<file path="src/hw/rtl/x86dec_pkg.sv">
// ----------------------------------------------------------------------------
// x86dec_pkg: shared types and decode helpers for the 8086 byte decoder
// Item structs for both channels, operation and form codes, opcode
// classification and instruction layout functions.
// ----------------------------------------------------------------------------
package x86dec_pkg;

    // Input transaction: one code byte of the instruction stream
    typedef struct packed {
        logic [7:0] code_byte;
        logic       stream_end;
    } t_in_item;

    // Output transaction: one decoded instruction record
    typedef struct packed {
        logic [2:0]         operation;
        logic [2:0]         form;
        logic [3:0]         condition;
        logic               reg_is_dest;
        logic               is_word;
        logic [1:0]         mod_field;
        logic [2:0]         reg_field;
        logic [2:0]         rm_field;
        logic signed [15:0] displacement;
        logic [15:0]        immediate;
        logic [2:0]         length;
        logic               truncated;
    } t_out_item;

    // Operation codes
    localparam logic [2:0] OP_MOV   = 3'd0;
    localparam logic [2:0] OP_ADD   = 3'd1;
    localparam logic [2:0] OP_SUB   = 3'd2;
    localparam logic [2:0] OP_CMP   = 3'd3;
    localparam logic [2:0] OP_JCC   = 3'd4;
    localparam logic [2:0] OP_OTHER = 3'd5;

    // Instruction form codes
    localparam logic [2:0] FORM_RM_REG     = 3'd0;
    localparam logic [2:0] FORM_IMM_RM     = 3'd1;
    localparam logic [2:0] FORM_IMM_REG    = 3'd2;
    localparam logic [2:0] FORM_IMM_ACC    = 3'd3;
    localparam logic [2:0] FORM_MEM_ACC    = 3'd4;
    localparam logic [2:0] FORM_ACC_MEM    = 3'd5;
    localparam logic [2:0] FORM_JUMP       = 3'd6;

    // Opcode patterns
    localparam logic [7:0] OPC_JCC_SKIP    = 8'h79;
    localparam logic [3:0] OPC_JCC_HI      = 4'h7;
    localparam logic [6:0] OPC7_MEM_ACC    = 7'h50;
    localparam logic [6:0] OPC7_ACC_MEM    = 7'h51;
    localparam logic [6:0] OPC7_MOV_IMM_RM = 7'h63;
    localparam logic [6:0] OPC7_ADD_ACC    = 7'h02;
    localparam logic [6:0] OPC7_SUB_ACC    = 7'h16;
    localparam logic [6:0] OPC7_CMP_ACC    = 7'h1E;
    localparam logic [5:0] OPC6_MOV_RM     = 6'h22;
    localparam logic [5:0] OPC6_ADD_RM     = 6'h00;
    localparam logic [5:0] OPC6_SUB_RM     = 6'h0A;
    localparam logic [5:0] OPC6_CMP_RM     = 6'h0E;
    localparam logic [5:0] OPC6_GROUP      = 6'h20;
    localparam logic [3:0] OPC_MOV_IMM_REG = 4'hB;

    // Group / accumulator sub-op selectors
    localparam logic [2:0] GRP_ADD = 3'd0;
    localparam logic [2:0] GRP_SUB = 3'd5;
    localparam logic [2:0] GRP_CMP = 3'd7;

    // Special mod/rm codes
    localparam logic [1:0] MOD_NO_DISP  = 2'd0;
    localparam logic [1:0] MOD_DISP8    = 2'd1;
    localparam logic [1:0] MOD_DISP16   = 2'd2;
    localparam logic [2:0] RM_DIRECT    = 3'd6;

    typedef enum logic [3:0] {
        K_NONE,
        K_JCC,
        K_MEMACC,
        K_ACCMEM,
        K_MOVIRM,
        K_IMMACC,
        K_RMREG,
        K_GRP,
        K_MOVIREG
    } t_kind;

    typedef struct packed {
        logic       has_mrm;
        logic [1:0] disp_len;
        logic [1:0] imm_len;
    } t_layout;

    function automatic t_kind classify(input logic [7:0] op);
        logic [6:0] op7;
        logic [5:0] op6;
        t_kind      kind;
        op7 = op[7:1];
        op6 = op[7:2];
        if (op[7:4] == OPC_JCC_HI && op != OPC_JCC_SKIP) begin
            kind = K_JCC;
        end else if (op7 == OPC7_MEM_ACC) begin
            kind = K_MEMACC;
        end else if (op7 == OPC7_ACC_MEM) begin
            kind = K_ACCMEM;
        end else if (op7 == OPC7_MOV_IMM_RM) begin
            kind = K_MOVIRM;
        end else if (op7 == OPC7_ADD_ACC || op7 == OPC7_SUB_ACC || op7 == OPC7_CMP_ACC) begin
            kind = K_IMMACC;
        end else if (op6 == OPC6_MOV_RM || op6 == OPC6_ADD_RM || op6 == OPC6_SUB_RM
                     || op6 == OPC6_CMP_RM) begin
            kind = K_RMREG;
        end else if (op6 == OPC6_GROUP) begin
            kind = K_GRP;
        end else if (op[7:4] == OPC_MOV_IMM_REG) begin
            kind = K_MOVIREG;
        end else begin
            kind = K_NONE;
        end
        return kind;
    endfunction

    function automatic logic [1:0] modrm_disp_len(input logic [7:0] mrm);
        logic [1:0] len;
        case (mrm[7:6])
            MOD_NO_DISP: len = (mrm[2:0] == RM_DIRECT) ? 2'd2 : 2'd0;
            MOD_DISP8:   len = 2'd1;
            MOD_DISP16:  len = 2'd2;
            default:     len = 2'd0;
        endcase
        return len;
    endfunction

    function automatic t_layout layout(input t_kind kind, input logic [7:0] op,
                                       input logic [7:0] mrm);
        t_layout lay;
        lay = '0;
        case (kind)
            K_JCC:    lay.disp_len = 2'd1;
            K_MEMACC: lay.disp_len = 2'd2;
            K_ACCMEM: lay.disp_len = 2'd2;
            K_IMMACC: lay.imm_len = op[0] ? 2'd2 : 2'd1;
            K_MOVIREG: lay.imm_len = op[3] ? 2'd2 : 2'd1;
            K_RMREG: begin
                lay.has_mrm  = 1'b1;
                lay.disp_len = modrm_disp_len(mrm);
            end
            K_MOVIRM: begin
                lay.has_mrm  = 1'b1;
                lay.disp_len = modrm_disp_len(mrm);
                lay.imm_len  = op[0] ? 2'd2 : 2'd1;
            end
            K_GRP: begin
                lay.has_mrm  = 1'b1;
                lay.disp_len = modrm_disp_len(mrm);
                lay.imm_len  = (op[0] && !op[1]) ? 2'd2 : 2'd1;
            end
            default: lay = '0;
        endcase
        return lay;
    endfunction

endpackage

</file>
<file path="src/hw/rtl/x86dec_step.sv">
// ----------------------------------------------------------------------------
// x86dec_step: instruction position tracker and record builder
// Holds the partial instruction, folds in one byte per advance and builds
// the decoded record when the instruction completes or the stream ends.
// ----------------------------------------------------------------------------
module x86dec_step (
    input  logic                   i_clk,
    input  logic                   i_rst_n,
    input  logic                   i_advance,
    input  x86dec_pkg::t_in_item   i_item,
    output logic                   o_emit,
    output x86dec_pkg::t_out_item  o_record
);
    import x86dec_pkg::*;

    logic [2:0]  r_pos, n_pos;
    logic [2:0]  r_exp, n_exp;
    logic [7:0]  r_opcode, n_opcode;
    logic [7:0]  r_mrm, n_mrm;
    logic [15:0] r_disp, n_disp;
    logic [15:0] r_imm, n_imm;

    t_kind       cur_kind;
    t_layout     cur_lay;
    t_layout     mrm_lay;
    logic [2:0]  off;
    logic [2:0]  imm_off;
    logic        active;
    logic        done;

    // Next state for one byte
    always_comb begin
        n_pos    = r_pos;
        n_exp    = r_exp;
        n_opcode = r_opcode;
        n_mrm    = r_mrm;
        n_disp   = r_disp;
        n_imm    = r_imm;
        active   = 1'b0;
        cur_kind = classify((r_pos == 3'd0) ? i_item.code_byte : r_opcode);
        cur_lay  = layout(cur_kind, (r_pos == 3'd0) ? i_item.code_byte : r_opcode,
                          (r_pos == 3'd0) ? 8'h00 : r_mrm);
        mrm_lay  = layout(cur_kind, r_opcode, i_item.code_byte);
        off      = r_pos - 3'd1 - {2'b00, cur_lay.has_mrm};
        imm_off  = off - {1'b0, cur_lay.disp_len};

        if (r_pos == 3'd0) begin
            if (cur_kind != K_NONE) begin
                active   = 1'b1;
                n_opcode = i_item.code_byte;
                n_mrm    = 8'h00;
                n_disp   = 16'h0000;
                n_imm    = 16'h0000;
                n_exp    = cur_lay.has_mrm ? 3'd0
                         : 3'd1 + {1'b0, cur_lay.disp_len} + {1'b0, cur_lay.imm_len};
                n_pos    = 3'd1;
            end
        end else begin
            active = 1'b1;
            if (cur_lay.has_mrm && r_pos == 3'd1) begin
                n_mrm = i_item.code_byte;
                n_exp = 3'd2 + {1'b0, mrm_lay.disp_len} + {1'b0, mrm_lay.imm_len};
            end else if (off < {1'b0, cur_lay.disp_len}) begin
                if (off[0]) n_disp[15:8] = r_disp[15:8] | i_item.code_byte;
                else        n_disp[7:0]  = r_disp[7:0]  | i_item.code_byte;
            end else begin
                if (imm_off[0]) n_imm[15:8] = r_imm[15:8] | i_item.code_byte;
                else            n_imm[7:0]  = r_imm[7:0]  | i_item.code_byte;
            end
            n_pos = r_pos + 3'd1;
        end

        done   = (n_exp != 3'd0) && (n_pos >= n_exp);
        o_emit = active && (done || i_item.stream_end);
    end

    // Build the record from the updated instruction state
    always_comb begin
        t_kind   rk;
        t_layout rl;
        logic [2:0] grp;
        rk  = classify(n_opcode);
        rl  = layout(rk, n_opcode, n_mrm);
        grp = 3'd0;

        o_record              = '0;
        o_record.is_word      = n_opcode[0];
        o_record.displacement = (rl.disp_len == 2'd1) ? {{8{n_disp[7]}}, n_disp[7:0]} : n_disp;
        o_record.immediate    = n_imm;
        o_record.length       = n_pos;
        o_record.truncated    = !done;
        if (rl.has_mrm) begin
            o_record.mod_field = n_mrm[7:6];
            o_record.reg_field = n_mrm[5:3];
            o_record.rm_field  = n_mrm[2:0];
        end

        case (rk)
            K_JCC: begin
                o_record.operation = OP_JCC;
                o_record.form      = FORM_JUMP;
                o_record.condition = n_opcode[3:0];
                o_record.is_word   = 1'b0;
            end
            K_MEMACC: o_record.form = FORM_MEM_ACC;
            K_ACCMEM: o_record.form = FORM_ACC_MEM;
            K_MOVIRM: o_record.form = FORM_IMM_RM;
            K_MOVIREG: begin
                o_record.form      = FORM_IMM_REG;
                o_record.is_word   = n_opcode[3];
                o_record.reg_field = n_opcode[2:0];
            end
            K_IMMACC: begin
                o_record.form = FORM_IMM_ACC;
                grp = n_opcode[5:3];
                o_record.operation = (grp == GRP_ADD) ? OP_ADD
                                   : (grp == GRP_SUB) ? OP_SUB : OP_CMP;
            end
            K_RMREG: begin
                o_record.form        = FORM_RM_REG;
                o_record.reg_is_dest = n_opcode[1];
                o_record.operation   = (n_opcode[7:2] == OPC6_MOV_RM) ? OP_MOV
                                     : (n_opcode[7:2] == OPC6_ADD_RM) ? OP_ADD
                                     : (n_opcode[7:2] == OPC6_SUB_RM) ? OP_SUB : OP_CMP;
            end
            K_GRP: begin
                o_record.form = FORM_IMM_RM;
                grp = n_mrm[5:3];
                o_record.operation = (grp == GRP_ADD) ? OP_ADD
                                   : (grp == GRP_SUB) ? OP_SUB
                                   : (grp == GRP_CMP) ? OP_CMP : OP_OTHER;
                // sign-extend a byte immediate when s and w are both set
                if (n_opcode[1:0] == 2'b11 && n_imm[7]) begin
                    o_record.immediate = {8'hFF, n_imm[7:0]};
                end
            end
            default: o_record.operation = OP_MOV;
        endcase
    end

    always_ff @(posedge i_clk) begin
        if (!i_rst_n) begin
            r_pos <= 3'd0;
            r_exp <= 3'd0;
        end else if (i_advance) begin
            r_pos <= o_emit ? 3'd0 : n_pos;
            r_exp <= o_emit ? 3'd0 : n_exp;
        end
    end

    // payload registers need no reset: they are cleared at each opcode
    always_ff @(posedge i_clk) begin
        if (i_advance) begin
            r_opcode <= n_opcode;
            r_mrm    <= n_mrm;
            r_disp   <= n_disp;
            r_imm    <= n_imm;
        end
    end

endmodule

</file>
<file path="src/hw/rtl/x86_16_instruction_byte_decoder.sv">
// ----------------------------------------------------------------------------
// x86_16_instruction_byte_decoder: 8086 instruction byte stream decoder
// Takes one code byte per transaction, tracks its place in the instruction
// and delivers one decoded record when the instruction's last byte arrives or a stream end cuts it short.
// ----------------------------------------------------------------------------
// Usage:
//   Input channel (i_in_valid / o_in_ready / i_in_item) carries one code byte
//   and a stream_end flag per transaction. Output channel (o_out_valid /
//   i_out_ready / o_out_item) carries one decoded record per instruction.
//   Bytes that do not start a supported instruction produce no record.
//   A stream_end on a byte in mid-instruction flushes a truncated record.
// Path: the transaction carrying the instruction's last byte is accepted into
//   the input register, and the decode pass then loads the record into the
//   output register once that register is free.
// Throughput: one byte per cycle while the receiver takes records; the
//   decode pass is a single registered step whose loops are the 3-bit byte
//   position, the expected length and the gathered bytes, each fed back.
// Reset: synchronous, active low; clears both valid flags and the position
//   tracker, so the first accepted byte is treated as an opcode.
// Stall: while a record waits in the output register, the decode pass holds;
//   one more byte is still taken into the input register, then o_in_ready
//   drops until the record is taken.
// ----------------------------------------------------------------------------
module x86_16_instruction_byte_decoder (
    input  logic                   i_clk,
    input  logic                   i_rst_n,
    input  logic                   i_in_valid,
    output logic                   o_in_ready,
    input  x86dec_pkg::t_in_item   i_in_item,
    output logic                   o_out_valid,
    input  logic                   i_out_ready,
    output x86dec_pkg::t_out_item  o_out_item
);
    import x86dec_pkg::*;

    logic       r_in_valid;
    t_in_item   r_in_item;
    logic       r_out_valid;
    t_out_item  r_out_item;

    logic       advance;
    logic       emit;
    t_out_item  record;

    // Move the held byte through decode once the output slot is free
    assign advance    = r_in_valid && (!r_out_valid || i_out_ready);
    assign o_in_ready = !r_in_valid || advance;

    x86dec_step u_step (
        .i_clk     (i_clk),
        .i_rst_n   (i_rst_n),
        .i_advance (advance),
        .i_item    (r_in_item),
        .o_emit    (emit),
        .o_record  (record)
    );

    // Input register: hold the byte until decode takes it
    always_ff @(posedge i_clk) begin
        if (!i_rst_n) begin
            r_in_valid <= 1'b0;
        end else if (o_in_ready) begin
            r_in_valid <= i_in_valid;
        end
    end

    always_ff @(posedge i_clk) begin
        if (o_in_ready && i_in_valid) begin
            r_in_item <= i_in_item;
        end
    end

    // Output register: load a record, drop it once taken
    always_ff @(posedge i_clk) begin
        if (!i_rst_n) begin
            r_out_valid <= 1'b0;
        end else if (advance) begin
            r_out_valid <= emit;
        end else if (i_out_ready) begin
            r_out_valid <= 1'b0;
        end
    end

    always_ff @(posedge i_clk) begin
        if (advance && emit) begin
            r_out_item <= record;
        end
    end

    assign o_out_valid = r_out_valid;
    assign o_out_item  = r_out_item;

    // A delivered record always covers one to six bytes
    a_length_range: assert property (@(posedge i_clk) disable iff (!i_rst_n)
        o_out_valid |-> (o_out_item.length != 3'd0 && o_out_item.length != 3'd7))
        else $error("record length out of range");

    // A complete conditional jump is exactly opcode plus one offset byte
    a_jump_length: assert property (@(posedge i_clk) disable iff (!i_rst_n)
        (o_out_valid && !o_out_item.truncated && o_out_item.form == FORM_JUMP)
        |-> o_out_item.length == 3'd2)
        else $error("complete jump record with wrong length");

    // Jump form and jump operation always travel together
    a_jump_op: assert property (@(posedge i_clk) disable iff (!i_rst_n)
        (o_out_valid && o_out_item.form == FORM_JUMP)
        |-> (o_out_item.operation == OP_JCC && !o_out_item.is_word))
        else $error("jump form with inconsistent operation");

    // A held byte waits while the output register is blocked
    a_in_hold: assert property (@(posedge i_clk) disable iff (!i_rst_n)
        (r_in_valid && !advance) |=> (r_in_valid && $stable(r_in_item)))
        else $error("input register lost a byte under stall");

    // Nothing is presented right after reset
    a_reset_clear: assert property (@(posedge i_clk)
        !i_rst_n |=> !o_out_valid)
        else $error("output valid after reset");

endmodule

</file>
<file path="config.mk">
export PLATFORM = sky130hd
export DESIGN_NAME = x86_16_instruction_byte_decoder
export DESIGN_NICKNAME = d
export VERILOG_FILES = /design/src/hw/rtl/x86dec_pkg.sv /design/src/hw/rtl/x86dec_step.sv /design/src/hw/rtl/x86_16_instruction_byte_decoder.sv
export SDC_FILE = /design/constraint.sdc
export NUM_CORES = 1
export LEC_CHECK = 0
export BUFFER_PORTS_ARGS = -buffer_cell sky130_fd_sc_hd__clkbuf_2
export CORE_MARGIN = 8
export CORE_UTILIZATION = 47
export DETAILED_ROUTE_END_ITERATION = 10
export PLACE_DENSITY = 0.67
export SYNTH_ARGS = -nofsm -noshare
export SYNTH_HDL_FRONTEND = slang
export SYNTH_SLANG_ARGS = --single-unit
</file>
<file path="constraint.sdc">
create_clock -name i_clk -period 14.2 [get_ports i_clk]
set_input_delay 2.84 -clock i_clk [delete_from_list [all_inputs] [get_ports i_clk]]
set_output_delay 2.84 -clock i_clk [all_outputs]
set_load 0.01 [all_outputs]
</file>
==> flow_summary.json, run 1 <==
{
  "status": "completed",
  "pin_count": 71,
  "min_from": "u_step.r_exp[1]",
  "gp_routability_congestion": 0.9524,
  "maxClockFrequency_mhz": 144.1,
  "regArea_um2": 3553,
  "clk_latency_ns": 0.42,
  "holdBufCountCts": 0,
  "synthCells": 478,
  "hold_depth": 1,
  "wl_met2_um": 6788,
  "dpl.hpwl_um": 9819,
  "hold_class": "reg2reg",
  "drive_above_1_share_pct": 23.97,
  "post_drt_wl_per_cell_um": 20.07,
  "multi_input_area_um2": 2213,
  "grt_pass1_vias": 4148,
  "synth_fp_nets": 506,
  "cts_setup_buffers": 0,
  "cts.htree.levels": 4,
  "place_area_um2": 6460,
  "setup_viol": 0,
  "worst_pin_slew_ns": 0.9808,
  "core_um2": 12520,
  "p_leak_uw": 0.002699,
  "rows": 41,
  "final_area_um2": 7061,
  "endpoint_kind": "register",
  "regToRegStartpoint": "u_step.r_pos[0]",
  "via_per_inst": 5.970,
  "first_pass_iters": 7,
  "wl_met3_um": 1104,
  "die_y_um": 128.6,
  "startpoint_type": "register",
  "drc": 0,
  "hold_viol": 0,
  "slew_violations": 0,
  "ys_ff_latch": 121,
  "grt-ovfl-total": 0,
  "insertedDiodeCount": 0,
  "worstPathRequired_ns": 14.25,
  "cts-resized-gates": 0,
  "ys_seq_area_share_pct": 59.61,
  "area_delta_synth_final_pct": 18.45,
  "wl_met1_um": 6383,
  "crit_path_max_fanout": 49,
  "clk_pin_slew_ns": 0.06,
  "syn-cell-area_um2": 5961,
  "ys_warn_count": 0,
  "layout_common_cells": "113 x edfxtp_1, 70 x clkbuf_2, 39 x a22o_1, 34 x nand2_1, 25 x nor2_1",
  "min_to": "u_step.r_exp[1]",
  "rr_worst_depth": 21,
  "ant_nets": 0,
  "fin_crit_sh_pct": 48.87,
  "ys.flop_type": "edfxtp_1",
  "yosysUniqueCellTypes": 66,
  "fill_cells": 1070,
  "path_class": "reg2reg",
  "die_area_um2": 16540,
  "track_usage_pct": 18.14,
  "wirelength_um": 14670,
  "grt_antenna_before_repair": 0,
  "drt_iter0_drc": 473,
  "setup_tns_ns": 0,
  "cts.sinks": 121,
  "cellPowerDensity_nw_per_um2": 147.4,
  "avgSynthCellArea_um2": 12.47,
  "root_buffer": "clkbuf_16",
  "synth_edf_count": 113,
  "skew_ns": 0.008788,
  "initial_core_util_pct": 47.62,
  "io_buffers": 70,
  "ff2ff_setup_slack_ns": 7.26,
  "final_nets": 574,
  "max-cap-violations": 0,
  "relSlewSlack_pct": 34.37,
  "cts_inserted_buffers": 17,
  "synth-async-reset-ratio_pct": 0,
  "reg2reg_to": "o_out_item[43]",
  "vdd_drop_max_uv": 87.04,
  "cts_tree": "built",
  "grt_pass1_wl_um": 22600,
  "top_layer_used": "met4",
  "vias": 4364,
  "min_period_ns": 6.939,
  "cts_buffer_depth": 2,
  "rsz0062_at_grt": "no",
  "final_common_cell": "edfxtp_1",
  "arrival_ns": 6.99,
  "grt_max_degree": 50,
  "die_x_um": 128.6
}
-- critical path, stage by stage (launching register included) --
cell,delay (ns)
dfxtp_1,0.45
inv_1,0.07
ha_1,0.28
nand2b_1,0.61
mux2i_1,0.34
a21oi_1,0.39
o21ai_1,0.21
o21ai_0,0.57
nand2_1,0.30
o32ai_1,0.34
a21oi_1,0.16
fa_1,0.53
a211oi_1,0.27
a211o_1,0.16
inv_1,0.06
ha_1,0.27
a21o_1,0.11
a21oi_1,0.06
a41o_1,0.23
a22o_4,0.27
nor2_4,0.23
buf_4,0.58
-- cell families (layout without fill, tap and decap cells) --
group	count (synthesis)	in the layout	synth area share, %
muxes	12	12	2.162
buffers and inverters	50	131	3.610
DFF	121	121	59.61
xor gates and xnor gates	2	2	0.2939
AOI/OAI and AO/OA	137	137	18.35
and+or+nand+nor	141	141	12.70
adders and majority gates	15	15	3.275
-- state kept, by name, indices dropped and copies added (netlist names) --
signal           cells
o_out_item          56
u_step.r_disp       16
u_step.r_imm        16
r_in_item            9
u_step.r_mrm         8
u_step.r_opcode      8
u_step.r_exp         3
u_step.r_pos         3
o_out_valid          1
r_in_valid           1
-- layout make-up --
cell class / count / area share, %
well taps: 172 / 3.048
clock buffers: 17 / 6.025
repair buffers: 75 / 5.494
inverters: 24 / 1.276
multi-input cells: 307 / 31.35
flip-flops and latches: 121 / 50.33
clock inverters: 15 / 2.481
-- how the worst max path moves through the flow --
stage / cells after the start / endpoint / from / slack (ns)
after floorplan: 21 / o_out_item[0] / u_step.r_pos[0] / 6.84
after global placement: 21 / o_out_item[7] / u_step.r_pos[0] / 7.60
after detailed placement: 21 / o_out_item[26] / u_step.r_pos[0] / 7.36
after CTS: 21 / o_out_item[32] / u_step.r_pos[0] / 7.33
after global routing: 21 / o_out_item[20] / u_step.r_pos[0] / 6.86
final: 21 / o_out_item[43] / u_step.r_pos[0] / 7.26
-- metal layers --
metal,GRT usage [%],vias up
li1,-,2005
met1,23.10,2122
met2,27.76,200
met3,5.420,37
met4,8.846,0
met5,0,-
-- synth_stat cells, types with 4 or more instances --
cell	n	area (um2)
edfxtp_1	113	3393
a22o_1	39	341.6
nand2_1	34	127.6
nor2_1	26	97.59
inv_1	24	90.09
a21oi_1	17	85.08
clkbuf_1	16	60.06
ha_1	14	175.2
o21ai_0	14	70.07
nand2b_1	13	81.33
nor2b_1	13	81.33
nor3_1	9	45.04
a32o_1	8	80.08
dfxtp_1	8	160.2
mux2i_1	8	80.08
nor4_1	8	50.05
o21ba_2	8	80.08
or2_2	8	50.05
and2_1	7	43.79
buf_2	7	35.03
nand3_1	6	30.03
o21a_1	5	37.54
a221o_1	4	40.04
-- where the power goes --
part / switching (uW) / total (uW) / internal [uW] / leakage, uW
combinational: 98.9 / 163 / 63.9 / 0.00128
sequential: 16.2 / 442 / 426 / 0.00113
clock: 160 / 436 / 276 / 0.000287
total: 275 / 1040 / 765 / 0.00270
-- through the flow --
stage	hold slack, ns	std cells	worst slack, ns	total power (uW)	util [%]
finish	0.4847	731	7.261	1040	56.41
global route	0.4909	731	6.862	1079	56.41
CTS	0.4815	731	7.328	1044	56.41
detailed placement	0.4670	699	7.363	608.9	51.61
global placement	0.4826	699	7.596	606.1	51.61
floorplan	0.4420	478	6.842	563.2	-
Power figures use the tool's default switching activity.
==> inputs of run 2 (changes only) <==
- clock period: 14.2 -> 7 ns (I/O delays scaled with it)
==> flow_summary.json, run 2 (synthesized netlist as in run 1, its figures left out) <==
{
  "fin_crit_sh_pct": 89.99,
  "clk_latency_ns": 0.41,
  "skew_ns": 0.01303,
  "via_per_inst": 5.864,
  "final_common_cell": "edfxtp_1",
  "vdd_drop_max_uv": 113.0,
  "arrival_ns": 6.35,
  "final_area_um2": 7121,
  "io_buffers": 70,
  "setup_tns_ns": 0,
  "min_period_ns": 6.299,
  "cts.sinks": 121,
  "hold_class": "reg2reg",
  "die_x_um": 128.6,
  "pwr-share-seq_pct": 42.1,
  "whs_ns": 0.4768,
  "sw_frac_of_total_pct": 25.21,
  "crit_path_max_fanout": 38,
  "pin_count": 71,
  "path_cells": "inv_1 > ha_1 > nor2b_1 > mux2i_1 > a221oi_1 > o221ai_1 > nand2_1 > o32ai_1 > a21oi_1 > fa_1 > a211oi_1 > a211o_1 > inv_1 > ha_1 > a21o_1 > a21oi_1 > a41o_1 > a22o_4 > nor2_4 > buf_4",
  "critPathMaxStageDelay_ns": 0.88,
  "p_leak_uw": 0.002731,
  "core_um2": 12520,
  "layout_common_cells": "113 x edfxtp_1, 70 x clkbuf_2, 39 x a22o_1, 34 x nand2_1, 25 x nor2_1",
  "path_class": "reg2reg",
  "clk_pin_slew_ns": 0.05,
  "hold_viol": 0,
  "ant_nets": 0,
  "grt_pass1_wl_um": 22670,
  "relSlewSlack_pct": 28.55,
  "crit_family": "compound AO/OA/AOI/OAI gates",
  "cts-resized-gates": 0,
  "power_switching_uw": 534.8,
  "maxClockFrequency_mhz": 158.8,
  "grt_antenna_before_repair": 0,
  "grt_pass1_vias": 4231,
  "first_pass_iters": 5,
  "p_int_uw": 1587,
  "max-cap-violations": 0,
  "area_delta_synth_final_pct": 19.46,
  "wirelength_um": 14510,
  "cts_tree": "built",
  "cts_inserted_buffers": 17,
  "startpoint_type": "register",
  "drc": 0,
  "vias": 4328,
  "utilization_pct": 56.89,
  "endpoint_kind": "register",
  "cts.htree.levels": 4,
  "cts_setup_buffers": 0,
  "initial_core_util_pct": 47.62,
  "slew_violations": 0,
  "gp_routability_congestion": 0.9236,
  "dpl.hpwl_um": 10060,
  "largest_register_ff_count": 56,
  "grt_max_degree": 48,
  "cellPowerDensity_nw_per_um2": 297.9,
  "worstPathRequired_ns": 7.05,
  "post_drt_wl_per_cell_um": 19.66,
  "insertedDiodeCount": 0,
  "setup_viol": 0,
  "rows": 41,
  "drive_above_1_share_pct": 24.03,
  "cts_buffer_depth": 2,
  "comb_power_share_pct": 16.0,
  "die_y_um": 128.6,
  "crit_slowest_cell": "nor2b_1",
  "p_clk_share_pct": 42.0,
  "track_usage_pct": 17.91,
  "drt_iter0_drc": 451,
  "final_nets": 581,
  "status": "completed",
  "holdBufCountCts": 0,
  "rsz0062_at_grt": "no",
  "grt-ovfl-total": 0,
  "root_buffer": "clkbuf_16",
  "path_buf_inv": 3,
  "die_area_um2": 16540,
  "worst_pin_slew_ns": 1.070,
  "place_area_um2": 6513
}
run 2: cell count changes in the layout (fill, tap and decap cells not counted):
| cell | previous run | this run |
|---|---|---|
| clkbuf_1 | 0 | 1 |
| clkinv_4 | 2 | 1 |
| clkinv_2 | 3 | 0 |
| buf_4 | 5 | 12 |
| clkinv_1 | 1 | 5 |
| bufinv_16 | 3 | 4 |
| inv_6 | 3 | 1 |
run 2: power groups by stage:
stage	Sequential, uW	Clock, uW	Combinational, uW
2_1_floorplan	899	0	243
3_3_place_gp	905	0	331
3_5_place_dp	906	0	333
4_1_cts	892	906	337
5_1_grt	897	934	369
6_report	892	890	339
run 2: metal layers:
layer | vias to the layer above | global-route usage (%) | part of all wire [%] | wire length [um]
met3 | 20 | 4.551 | 7.6 | 1107
met2 | 191 | 27.39 | 46 | 6689
met5 | - | 0 | 0 | 0
li1 | 2008 | - | - | -
met4 | 0 | 7.187 | 1.3 | 195
met1 | 2109 | 23.92 | 45 | 6519
run 2: layout make-up:
class | instances | area, um2
fillers | 1078 | 5396
flip-flops and latches | 121 | 3553
multi-input cells | 307 | 2213
repair buffers | 82 | 440.4
clock buffers | 18 | 429.2
well taps | 172 | 215.2
clock inverters | 14 | 178.9
inverters | 24 | 90.09
run 2: final timing paths:
path / slack [ns] / start / depth (start not counted) / end
hold / removal: 0.48 / u_step.r_exp[2] / 1 / u_step.r_exp[2]
setup / recovery: 0.70 / u_step.r_pos[1] / 20 / o_out_item[37]
setup reg to reg: 0.70 / u_step.r_pos[1] / 20 / o_out_item[37]
hold reg to reg: 0.48 / u_step.r_exp[2] / 1 / u_step.r_exp[2]
run 2: metrics by stage:
| step | std cells | total power [uW] | worst slack (ns) |
|---|---|---|---|
| floorplan | 478 | 1142 | 0.5873 |
| global placement | 706 | 1236 | 0.9578 |
| detailed placement | 706 | 1239 | 0.7819 |
| CTS | 738 | 2134 | 0.7250 |
| global route | 738 | 2200 | 0.2199 |
| finish | 738 | 2121 | 0.7010 |
